**config.mk**
```make
export PLATFORM = sky130hd
export DESIGN_NAME = frame_rms_change_anomaly_detector_top_flat
export DESIGN_NICKNAME = d
export VERILOG_FILES = /design/src/sv/frcad_pkg.sv /design/src/sv/frcad_feature_if.sv /design/src/sv/frcad_result_if.sv /design/src/sv/frame_rms_change_anomaly_detector_top.sv /design/src/flat_wrapper.sv
export SDC_FILE = /design/constraint.sdc
export NUM_CORES = 2
export LEC_CHECK = 0
export ABC_AREA = 1
export BUFFER_PORTS_ARGS = -buffer_cell sky130_fd_sc_hd__buf_2
export CELL_PAD_IN_SITES_DETAIL_PLACEMENT = 1
export CELL_PAD_IN_SITES_GLOBAL_PLACEMENT = 1
export CORE_AREA = 2 2 361 363
export CTS_CLUSTER_DIAMETER = 80
export DETAILED_ROUTE_END_ITERATION = 8
export DIE_AREA = 0 0 363 365
export GPL_TIMING_DRIVEN = 1
export PLACE_DENSITY = 0.88
export SYNTH_ARGS = -nofsm -noshare
export SYNTH_HDL_FRONTEND = slang
export SYNTH_SLANG_ARGS = --single-unit
```
**constraint.sdc**
```tcl
create_clock -name clk -period 20.2 [get_ports clk]
set_input_delay 4.04 -clock clk [delete_from_list [all_inputs] [get_ports clk]]
set_output_delay 4.04 -clock clk [all_outputs]
set_load 0.02 [all_outputs]
```
**src/sv/frcad_pkg.sv**
```systemverilog
// Shared types and constants for the frame RMS change anomaly detector.
`timescale 1ns / 1ps
`default_nettype none
package frcad_pkg;

	localparam int FEATURE_W = 16;
	localparam int STEP_W    = 31;
	localparam int RMS_W     = 16;
	localparam int SUM_W     = 40;
	localparam int PROD_W    = 32;
	localparam int ROOT_W    = SUM_W + 1;
	localparam int ALU_W     = ROOT_W + 1;
	localparam int TOTAL_W   = 5;
	localparam int ADDR_W    = 3;
	localparam int DATA_W    = 32;

	localparam logic signed [STEP_W:0] GATE_STEPS    = 32'sd50;
	localparam logic signed [STEP_W:0] HOLDOFF_STEPS = 32'sd100;
	localparam logic [STEP_W-1:0]      MIN_STEP      = 31'd100;
	localparam logic [TOTAL_W-1:0]     MAX_TOTAL     = 5'd20;
	localparam logic [RMS_W-1:0]       MIN_RMS       = 16'd128;
	localparam logic [RMS_W-1:0]       THRESH_RESET  = 16'd128;

	localparam logic REG_ERROR_THRESHOLD = 1'b0;

	typedef enum logic [2:0] {
		ST_IDLE,
		ST_MUL,
		ST_ACC,
		ST_ROOT,
		ST_GATE,
		ST_HOLD,
		ST_DONE
	} frcad_state_t;

endpackage
`default_nettype wire

```
**src/sv/frcad_feature_if.sv**
```systemverilog
// Feature input channel: valid/ready handshake with one feature per transfer.
`timescale 1ns / 1ps
`default_nettype none
interface frcad_feature_if;
	import frcad_pkg::*;

	logic                        valid;
	logic                        ready;
	logic signed [FEATURE_W-1:0] feature_value;
	logic                        frame_end;
	logic [STEP_W-1:0]           step_count;

	modport source(output valid, feature_value, frame_end, step_count, input ready);
	modport sink(input valid, feature_value, frame_end, step_count, output ready);
endinterface
`default_nettype wire

```
**src/sv/frcad_result_if.sv**
```systemverilog
// Result output channel: valid/ready handshake with one frame result per transfer.
`timescale 1ns / 1ps
`default_nettype none
interface frcad_result_if;
	import frcad_pkg::*;

	logic             valid;
	logic             ready;
	logic [RMS_W-1:0] rms_error;
	logic             anomaly;
	logic             no_reference;

	modport source(output valid, rms_error, anomaly, no_reference, input ready);
	modport sink(input valid, rms_error, anomaly, no_reference, output ready);
endinterface
`default_nettype wire

```
**src/sv/frame_rms_change_anomaly_detector_top.sv**
```systemverilog
// Frame RMS change anomaly detector: top level with sequencer and shared adder.
//
// Usage: features stream in on the feature channel, one signed Q8.8 value per
// transfer, with frame_end on the last feature of a frame and the caller's step
// number. Each feature is compared against the same position of the previous
// frame; squared differences accumulate in a 40-bit saturating sum.
// A result transfer leaves on the result channel only for a frame_end feature.
// Each feature passes through memory read, square and accumulate steps; ready
// is high only while idle, so a feature is taken only after the last is through.
// A frame_end feature with a reference then goes to the root, which runs 21
// iterations through the one shared 42-bit adder, followed by the gate step, the
// holdoff step when the gate passes, and the load step into the result register.
// The first frame skips the root and gate steps and reports no_reference.
// The result register lets the next frame start while a result waits; a second
// result holds in the load step until the receiver takes the first.
// The threshold register sits at byte address 0 of the APB port; pready is
// always high. Reset clears the reference flag, counters, step marks and the
// threshold (to 0.5). The reference memory is not cleared.
`timescale 1ns / 1ps
`default_nettype none
module frame_rms_change_anomaly_detector_top #(
	parameter int FRAME_FEATURES = 64
) (
	input  wire logic                        clk,
	input  wire logic                        arst_n,
	frcad_feature_if.sink                    feature,
	frcad_result_if.source                   result,
	input  wire logic                        psel,
	input  wire logic                        penable,
	input  wire logic                        pwrite,
	input  wire logic [frcad_pkg::ADDR_W-1:0] paddr,
	input  wire logic [frcad_pkg::DATA_W-1:0] pwdata,
	output logic      [frcad_pkg::DATA_W-1:0] prdata,
	output logic                             pready
);
	import frcad_pkg::*;

	localparam int IDX_W = $clog2(FRAME_FEATURES);
	localparam int CNT_W = $clog2(FRAME_FEATURES + 1);
	localparam int SHIFT = CNT_W - 1;

	frcad_state_t state_q, state_d;

	logic [RMS_W-1:0]            thr_q;
	logic [CNT_W-1:0]            cnt_q;
	logic                        have_ref_q;
	logic signed [FEATURE_W-1:0] prev_frame_q [FRAME_FEATURES];
	logic signed [FEATURE_W-1:0] rd_q;
	logic signed [FEATURE_W-1:0] fv_q;
	logic                        last_q;
	logic                        use_q;
	logic [STEP_W-1:0]           step_q;
	logic [PROD_W-1:0]           prod_q;
	logic [SUM_W-1:0]            sum_q;
	logic [ROOT_W-1:0]           v_q;
	logic [ROOT_W-1:0]           res_q;
	logic [ROOT_W-1:0]           bit_q;
	logic [STEP_W-1:0]           gate_last_q;
	logic [STEP_W-1:0]           hold_last_q;
	logic [TOTAL_W-1:0]          total_q;
	logic                        anom_q;
	logic                        out_valid_q;
	logic [RMS_W-1:0]            out_rms_q;
	logic                        out_anom_q;
	logic                        out_noref_q;

	logic                        in_fire;
	logic                        in_use;
	logic [IDX_W-1:0]            in_idx;
	logic                        cfg_write;
	logic signed [FEATURE_W:0]   diff;
	logic signed [2*FEATURE_W+1:0] square;
	logic [ROOT_W-1:0]           alu_a;
	logic [ROOT_W-1:0]           alu_b;
	logic                        alu_sub;
	logic [ALU_W-1:0]            alu_y;
	logic [SUM_W-1:0]            sum_new;
	logic [RMS_W-1:0]            rms;
	logic [STEP_W:0]             gate_diff;
	logic [STEP_W:0]             hold_diff;
	logic                        gate_ok;
	logic                        hold_ok;
	logic                        out_free;

	assign in_fire   = feature.valid && feature.ready;
	assign in_use    = cnt_q < CNT_W'(FRAME_FEATURES);
	assign in_idx    = cnt_q[IDX_W-1:0];
	assign cfg_write = psel && penable && pwrite && pready
		&& (paddr[ADDR_W-1] == REG_ERROR_THRESHOLD);

	assign pready = 1'b1;
	assign prdata = (paddr[ADDR_W-1] == REG_ERROR_THRESHOLD)
		? {{(DATA_W-RMS_W){1'b0}}, thr_q} : '0;

	assign diff   = {fv_q[FEATURE_W-1], fv_q} - {rd_q[FEATURE_W-1], rd_q};
	assign square = diff * diff;

	assign alu_y   = {1'b0, alu_a} + ({1'b0, alu_b} ^ {ALU_W{alu_sub}})
		+ ALU_W'(alu_sub);
	assign sum_new = alu_y[SUM_W] ? {SUM_W{1'b1}} : alu_y[SUM_W-1:0];

	assign rms = (|res_q[ROOT_W-1:RMS_W]) ? {RMS_W{1'b1}} : res_q[RMS_W-1:0];

	assign gate_diff = {1'b0, step_q} - {1'b0, gate_last_q};
	assign hold_diff = {1'b0, step_q} - {1'b0, hold_last_q};
	assign gate_ok   = (rms > thr_q) && ($signed(gate_diff) > GATE_STEPS);
	assign hold_ok   = !($signed(hold_diff) < HOLDOFF_STEPS) && (total_q <= MAX_TOTAL)
		&& (step_q >= MIN_STEP) && (rms >= MIN_RMS);

	assign out_free = !out_valid_q || result.ready;

	always_comb begin
		state_d = state_q;
		unique case (state_q)
			ST_IDLE: if (in_fire) state_d = ST_MUL;
			ST_MUL:  state_d = ST_ACC;
			ST_ACC: begin
				if (!last_q) state_d = ST_IDLE;
				else if (have_ref_q) state_d = ST_ROOT;
				else state_d = ST_DONE;
			end
			ST_ROOT: if (bit_q[0]) state_d = ST_GATE;
			ST_GATE: state_d = gate_ok ? ST_HOLD : ST_DONE;
			ST_HOLD: state_d = ST_DONE;
			ST_DONE: if (out_free) state_d = ST_IDLE;
			default: state_d = ST_IDLE;
		endcase
	end

	always_comb begin
		feature.ready = 1'b0;
		alu_a         = {1'b0, sum_q};
		alu_b         = {{(ROOT_W-PROD_W){1'b0}}, prod_q};
		alu_sub       = 1'b0;
		unique case (state_q)
			ST_IDLE: feature.ready = 1'b1;
			ST_ROOT: begin
				alu_a   = v_q;
				alu_b   = res_q | bit_q;
				alu_sub = 1'b1;
			end
			default: ;
		endcase
	end

	always_ff @(posedge clk) begin
		if (in_fire) begin
			rd_q <= prev_frame_q[in_idx];
			if (in_use) prev_frame_q[in_idx] <= feature.feature_value;
		end
	end

	always_ff @(posedge clk) begin
		unique case (state_q)
			ST_IDLE: begin
				if (in_fire) begin
					fv_q   <= feature.feature_value;
					last_q <= feature.frame_end;
					step_q <= feature.step_count;
					use_q  <= in_use;
				end
			end
			ST_MUL: prod_q <= (use_q && have_ref_q) ? square[PROD_W-1:0] : '0;
			ST_ACC: begin
				v_q    <= ROOT_W'(sum_new >> SHIFT);
				res_q  <= '0;
				bit_q  <= {1'b1, {(ROOT_W-1){1'b0}}};
				anom_q <= 1'b0;
			end
			ST_ROOT: begin
				if (!alu_y[ALU_W-1]) begin
					v_q   <= alu_y[ROOT_W-1:0];
					res_q <= (res_q >> 1) | bit_q;
				end else begin
					res_q <= res_q >> 1;
				end
				bit_q <= bit_q >> 2;
			end
			ST_HOLD: if (hold_ok) anom_q <= 1'b1;
			ST_DONE: begin
				if (out_free) begin
					out_rms_q   <= have_ref_q ? rms : '0;
					out_anom_q  <= have_ref_q && anom_q;
					out_noref_q <= !have_ref_q;
				end
			end
			default: ;
		endcase
	end

	always_ff @(posedge clk or negedge arst_n) begin
		if (!arst_n) begin
			state_q     <= ST_IDLE;
			thr_q       <= THRESH_RESET;
			cnt_q       <= '0;
			have_ref_q  <= 1'b0;
			sum_q       <= '0;
			gate_last_q <= '0;
			hold_last_q <= '0;
			total_q     <= '0;
			out_valid_q <= 1'b0;
		end else begin
			state_q <= state_d;
			if (cfg_write) thr_q <= pwdata[RMS_W-1:0];
			if (state_q == ST_DONE && out_free) out_valid_q <= 1'b1;
			else if (result.ready) out_valid_q <= 1'b0;
			unique case (state_q)
				ST_IDLE: if (in_fire && in_use) cnt_q <= cnt_q + CNT_W'(1);
				ST_ACC:  sum_q <= sum_new;
				ST_GATE: if (gate_ok) gate_last_q <= step_q;
				ST_HOLD: begin
					if (hold_ok) begin
						hold_last_q <= step_q;
						total_q     <= total_q + TOTAL_W'(1);
					end
				end
				ST_DONE: begin
					if (out_free) begin
						have_ref_q  <= 1'b1;
						cnt_q       <= '0;
						sum_q       <= '0;
					end
				end
				default: ;
			endcase
		end
	end

	assign result.valid        = out_valid_q;
	assign result.rms_error    = out_rms_q;
	assign result.anomaly      = out_anom_q;
	assign result.no_reference = out_noref_q;

endmodule
`default_nettype wire

```
**src/flat_wrapper.sv**
```systemverilog
// flat-port wrapper written by rule: the top's interface ports become plain ports
module frame_rms_change_anomaly_detector_top_flat import frcad_pkg::*;
#(
	parameter int FRAME_FEATURES = 64
)
  (clk, arst_n, psel, penable, pwrite, paddr, pwdata, prdata, pready, feature_valid, feature_feature_value, feature_frame_end, feature_step_count, feature_ready, result_valid, result_rms_error, result_anomaly, result_no_reference, result_ready);
  frcad_feature_if feature_i ();
  frcad_result_if result_i ();
  input  wire logic clk;
  input  wire logic arst_n;
  input  wire logic psel;
  input  wire logic penable;
  input  wire logic pwrite;
  input  wire logic [frcad_pkg::ADDR_W-1:0] paddr;
  input  wire logic [frcad_pkg::DATA_W-1:0] pwdata;
  output logic      [frcad_pkg::DATA_W-1:0] prdata;
  output logic pready;
  input wire logic [$bits(feature_i.valid)-1:0] feature_valid;
  input wire logic [$bits(feature_i.feature_value)-1:0] feature_feature_value;
  input wire logic [$bits(feature_i.frame_end)-1:0] feature_frame_end;
  input wire logic [$bits(feature_i.step_count)-1:0] feature_step_count;
  output wire logic [$bits(feature_i.ready)-1:0] feature_ready;
  output wire logic [$bits(result_i.valid)-1:0] result_valid;
  output wire logic [$bits(result_i.rms_error)-1:0] result_rms_error;
  output wire logic [$bits(result_i.anomaly)-1:0] result_anomaly;
  output wire logic [$bits(result_i.no_reference)-1:0] result_no_reference;
  input wire logic [$bits(result_i.ready)-1:0] result_ready;
  assign feature_i.valid = feature_valid;
  assign feature_i.feature_value = feature_feature_value;
  assign feature_i.frame_end = feature_frame_end;
  assign feature_i.step_count = feature_step_count;
  assign feature_ready = feature_i.ready;
  assign result_valid = result_i.valid;
  assign result_rms_error = result_i.rms_error;
  assign result_anomaly = result_i.anomaly;
  assign result_no_reference = result_i.no_reference;
  assign result_i.ready = result_ready;
  frame_rms_change_anomaly_detector_top #(.FRAME_FEATURES(FRAME_FEATURES)) u_core (.clk(clk), .arst_n(arst_n), .feature(feature_i), .result(result_i), .psel(psel), .penable(penable), .pwrite(pwrite), .paddr(paddr), .pwdata(pwdata), .prdata(prdata), .pready(pready));
endmodule
```
**Word level (Yosys, flattened, before mapping)**

Memory sizes are Yosys's and may differ from the RTL's. A register that Yosys moved wholly into a read port is not among the register bits.
Cells that the tools add are included.

- Output and inout port bits: 53
- Register bits: 358
- Memories kept: 1
- Input bits: 90
- Word-level logic and storage cells: 116
- Memory bits (writable): 1024

Memories:

| name | depth | width | read ports | clocked after memory_dff | write ports | RTL line | RTL |
|---|---|---|---|---|---|---|---|
| u_core.prev_frame_q | 64 | 16 | 1 | 1 | 1 | frame_rms_change_anomaly_detector_top.sv:47 | `logic signed [FEATURE_W-1:0] prev_frame_q [FRAME_FEATURES];` |

- $mul: 1
- Multiplexer cells: 31
- Add/sub/neg operators: 7
- Reductions and logical operators: 32
- Eq/ne operators: 12
- Order comparisons: 7
- Bitwise logic cells: 4

Operator list:

| operator | count |
|---|---|
| $pmux W41 S2 | 3 |
| $mux W41 | 4 |
| $mux W40 | 2 |
| $pmux W40 S2 | 1 |
| $sub A31 B31 Y32 | 2 |
| $add A41 B42 Y42 | 1 |
| $add A42 B1 Y42 | 1 |
| $xor A41 B42 Y42 | 1 |
| $or A40 B41 Y41 | 1 |
| $or A41 B41 Y41 | 1 |
| $gt A32 B7 Y1 const B | 1 |
| $lt A32 B8 Y1 const B | 1 |
| $mul A17 B17 Y32 | 1 |
| $mux W16 | 2 |
| $ge A31 B7 Y1 const B | 1 |
| $reduce_or A25 Y1 | 1 |
| $pmux W3 S7 | 1 |
| $sub A16 B16 Y17 | 1 |
| $ge A16 B8 Y1 const B | 1 |
| $gt A16 B16 Y1 | 1 |
| $mux W3 | 5 |
| $mux W7 | 2 |
| $pmux W7 S2 | 1 |
| $reduce_and A2 Y1 | 7 |
| other kinds (19) | 51 |

**Logic depth before layout (Yosys ltp)**

- Depth in word-level cells: 8
- Depth in mapped cells: 41
- Mapped depth without buffers: 40

**Worst setup path after synthesis**

Ideal clock, no wire load.

- Path type: input port to output port
- Start: input paddr[2] (netlist bit)
- End: output prdata[10] (netlist bit)
- Path buffers: 2
- Arrival: 4717 ps
- Slack: 11443 ps
- Data required time: 16160 ps
- Stages: 3
- Path through: clkbuf_1 > clkbuf_1 > nor2_1

- Word-level cells in the longest chain between the ends: 1

Ends and longest elaborated chain:

| element | RTL line | RTL |
|---|---|---|
| start, declared | flat_wrapper.sv:14 | `input wire logic [frcad_pkg::ADDR_W-1:0] paddr;` |
| $mux W16 | frame_rms_change_anomaly_detector_top.sv:93 | `? {{(DATA_W-RMS_W){1'b0}}, thr_q} : '0;` |
| end, declared | flat_wrapper.sv:16 | `output logic [frcad_pkg::DATA_W-1:0] prdata;` |

No other way between the ends.

**Worst setup path in the final report**

- Start: register u_core.rd_q[0] (read register of u_core.prev_frame_q)
- End: register u_core.prod_q[30] (data pin)

- Word-level cells in the longest chain between the ends: 2

Ends and longest elaborated chain:

| element | RTL line | RTL |
|---|---|---|
| start, declared | frame_rms_change_anomaly_detector_top.sv:48 | `logic signed [FEATURE_W-1:0] rd_q;` |
| $sub A16 B16 Y17 | frame_rms_change_anomaly_detector_top.sv:95 | `assign diff = {fv_q[FEATURE_W-1], fv_q} - {rd_q[FEATURE_W-1], rd_q};` |
| $mul A17 B17 Y32 | frame_rms_change_anomaly_detector_top.sv:96 | `assign square = diff * diff;` |
| end signal, assigned | frame_rms_change_anomaly_detector_top.sv:163 | `ST_MUL: prod_q <= (use_q && have_ref_q) ? square[PROD_W-1:0] : '0;` |
| end, declared | frame_rms_change_anomaly_detector_top.sv:53 | `logic [PROD_W-1:0] prod_q;` |

No other way between the ends.
A chain may end at the register's enable or synchronous reset.

==> flow_metrics.py <==
metrics = {
    "timing": {
        "worst_pin_slew_ps": 1410,
        "fin_crit_ps": 9480,
        "fmax_ghz": 0.105,
        "fin_crit_sh": 0.469,
        "holdWs_ps": 474,
        "fin_skew_ps": 67.9,
        "hold_violations": 0,
        "drv_slew": 0,
        "setup_violations": 0,
        "rsz0062_at_grt": "no",
        "fin_tns_setup_ps": 0,
        "slew_headroom": 0.0605,
    },
    "yosys": {
        "synthCells": 6479,
        "syn_avg_cell_area_um2": 10.8,
        "async_reset_ff_frac": 0.0980,
        "synth.most_common_cell": "nand2_1",
        "synth_compound_area_frac": 0.0863,
        "synth_edf_count": 1242,
        "synth_top_cell_by_area": "edfxtp_1",
        "synth_area_leaders": "edfxtp_1 (53%), nand2_1 (7.9%), fa_1 (7.5%)",
        "synth_fa_ha_area_frac": 0.113,
        "synthSimpleGateAreaFrac": 0.143,
        "synth-xor-area-share": 0.0113,
        "ys_seq_area_frac": 0.579,
        "yosysTopAreaCellShare": 0.531,
        "yosysUniqueCellTypes": 60,
        "synth_top_family_by_area": "simple AND/OR/NAND/NOR gates",
        "synth_warnings": 0,
        "synthMuxAreaShare": 0,
        "ys_ff_latch": 1377,
        "synth_area_mm2": 0.0702,
        "synth_common_cells": "nand2_1 (1476), edfxtp_1 (1242), inv_1 (973)",
        "ys.flop_type": "edfxtp_1",
    },
    "worst_setup_path": {
        "rrSetupSlack_ps": 10720,
        "required_ps": 20730,
        "cpPeakStageDelay_ps": 820,
        "cpMaxStageDelayCell": "fa_1",
        "cp_top_family": "adder cells",
        "cp_common_cell": "nand2_1",
        "crit_type": "flip-flop to flip-flop",
        "start_kind": "flip-flop",
        "cp_max_fo": 23,
        "end_kind": "flip-flop",
        "path_buf_inv": 7,
        "cp_data_arrival_time_ps": 10010,
        "cp-startpoint": "u_core.rd_q[0]$_DFFE_PP_",
        "reg2reg_from": "u_core.rd_q[0]$_DFFE_PP_",
    },
    "route": {
        "dr.pass1.iters": 6,
        "avgViaCountPerCell": 6.18,
        "drtIter0Drc": 5884,
        "drc": 0,
        "wl_um": 224000,
        "post_drt_wl_per_cell_um": 26.6,
        "num_vias": 52100,
        "final_antenna_net_count": 0,
    },
    "place": {
        "place.gp.congestion": 0.909,
        "dp_hpwl_um": 142000,
        "portBuffers": 107,
    },
    "floorplanning": {
        "start_util": 0.546,
        "die-height_um": 365,
        "die_w_um": 363,
        "io_pins": 143,
        "core_area_mm2": 0.129,
        "num_rows": 132,
        "dieArea_mm2": 0.132,
    },
    "clock_tree": {
        "cts_tree": "built",
        "ctsRootBufferMaster": "clkbuf_16",
        "clock_sinks": 1377,
        "clkLatencyLatePin_ps": 820,
        "htree_levels": 4,
        "cts_buffers": 146,
        "cts_resized": 0,
        "cts_setup_buffers": 0,
        "clockBufferDepth": 3,
        "hold_buffers": 0,
        "clkTransAtPathRegs_ps": 70,
    },
    "job": {
        "drv_cap": 0,
    },
    "worst_hold_path": {
        "min_from": "u_core.hold_last_q[4]$_DFFE_PN0P_",
        "hold_class": "flip-flop to flip-flop",
    },
    "status": {
        "status": "finished, final reports clean",
    },
    "layout": {
        "areaGrowthSynthToFinish_pct": 11.0,
        "nFillCells": 13300,
        "fin_nets": 7204,
        "drive_above_1_share": 0.0785,
        "seq_area_mm2": 0.0407,
        "multiInputGateArea_mm2": 0.0250,
    },
    "global_route": {
        "grt_pass1_vias": 56400,
        "grt_pass1_wl_um": 339000,
        "grt-ovfl-total": 0,
        "grt_max_degree": 130,
        "antenna_found_initial": 5,
        "grtUsageTotal": 0.340,
    },
}
## layout by cell type, fill, tap and decap left out, types with 9 or more instances in the layout
cell type  Yosys  layout
edfxtp_1    1242    1242
o21bai_1      16      16
clkinv_1       3      32
a21boi_0       9       9
buf_4         18     119
nor3_2         8      18
nand3_1      114     114
o21a_1        13      13
and2_1        12      12
o21ai_1       12      12
bufinv_16      0      13
nor4_1        16      16
clkbuf_16      0     149
conb_1         2      17
buf_2         32     105
nand2_2       19      20
xnor2_1       58      58
dfrtp_1      134     134
or2_2         22      22
clkbuf_1     140      29
fa_1         262     262
a21oi_1      207     207
o21ai_0      231     231
nor2_1       450     443
nand2_1     1476    1475
nand4_1      200     200
ha_1         214     214
nor3_1        43      32
nand3b_1      10      10
clkinv_2       0      19
a22oi_1      154     154
xor2_1        33      32
inv_1        973     973
a22o_1       109     109
a221oi_1     114     114
a31oi_1       15      15
## metal layers
metal / vias to the layer above / track usage / routed length, um
met1: 26200 / 0.402 / 82200
met3: 801 / 0.0584 / 16700
met2: 2765 / 0.589 / 112000
met4: 2 / 0.189 / 13300
met5: - / 0 / 9
li1: 22300 / - / -
## through the flow
stage	instances	utilization	instance area, um^2	setup WS, ps
floorplan	6494	-	70300	11440
finish	8434	0.606	77900	10720
CTS	8429	0.605	77900	10750
detailed placement	8165	0.568	73000	10930
global placement	8165	0.568	73000	11310
global route	8429	0.606	77900	10220
## cell families (layout without fill, tap and decap cells)
family          after synthesis  count (layout)
simple gates               2394            2394
flops                      1377            1377
buf+inv                    1218            1478
compound gates              921             921
fa+ha+maj                   476             476
xor+xnor                     91              91
other cells                   2              22
## final timing paths
check,cells after the start,to
max,34,u_core.prod_q[30]$_SDFFCE_PN0P_
min,2,u_core.hold_last_q[4]$_DFFE_PN0P_
max reg2reg,34,u_core.prod_q[30]$_SDFFCE_PN0P_
min reg2reg,2,u_core.hold_last_q[4]$_DFFE_PN0P_
max in group asynchronous,2,u_core.gate_last_q[0]$_DFFE_PN0P_
min in group asynchronous,1,u_core.sum_q[38]$_DFFE_PN0P_
## flip-flops by register name, summed over array words and instances (netlist names), 16 cells and up
name	flops
u_core.prod_q	31
u_core.v_q	41
u_core.rd_q	16
u_core.prev_frame_q	1024
u_core.res_q	41
u_core.hold_last_q	31
u_core.thr_q	16
u_core.result.rms_error	16
u_core.step_q	31
u_core.fv_q	16
u_core.gate_last_q	31
u_core.sum_q	40
u_core.bit_q	21
## tightest hold or removal path: stages (launching register included)
cell and delay (ps):
dfrtp_1 340, nand2_1 60, nand2_1 50
## cell type report
| cell class | count | area share |
|---|---|---|
| diodes | 5 | 0.000161 |
| clock buffers | 181 | 0.0498 |
| clock inverters | 83 | 0.0127 |
| inverters | 983 | 0.0474 |
| multi-input cells | 3899 | 0.321 |
| flip-flops and latches | 1377 | 0.522 |
| well taps | 1675 | 0.0269 |
| repair buffers | 231 | 0.0199 |
Power is left out: the tool's default activity adds up to more than one toggle a clock period on the data nets, which glitch-free logic cannot reach.
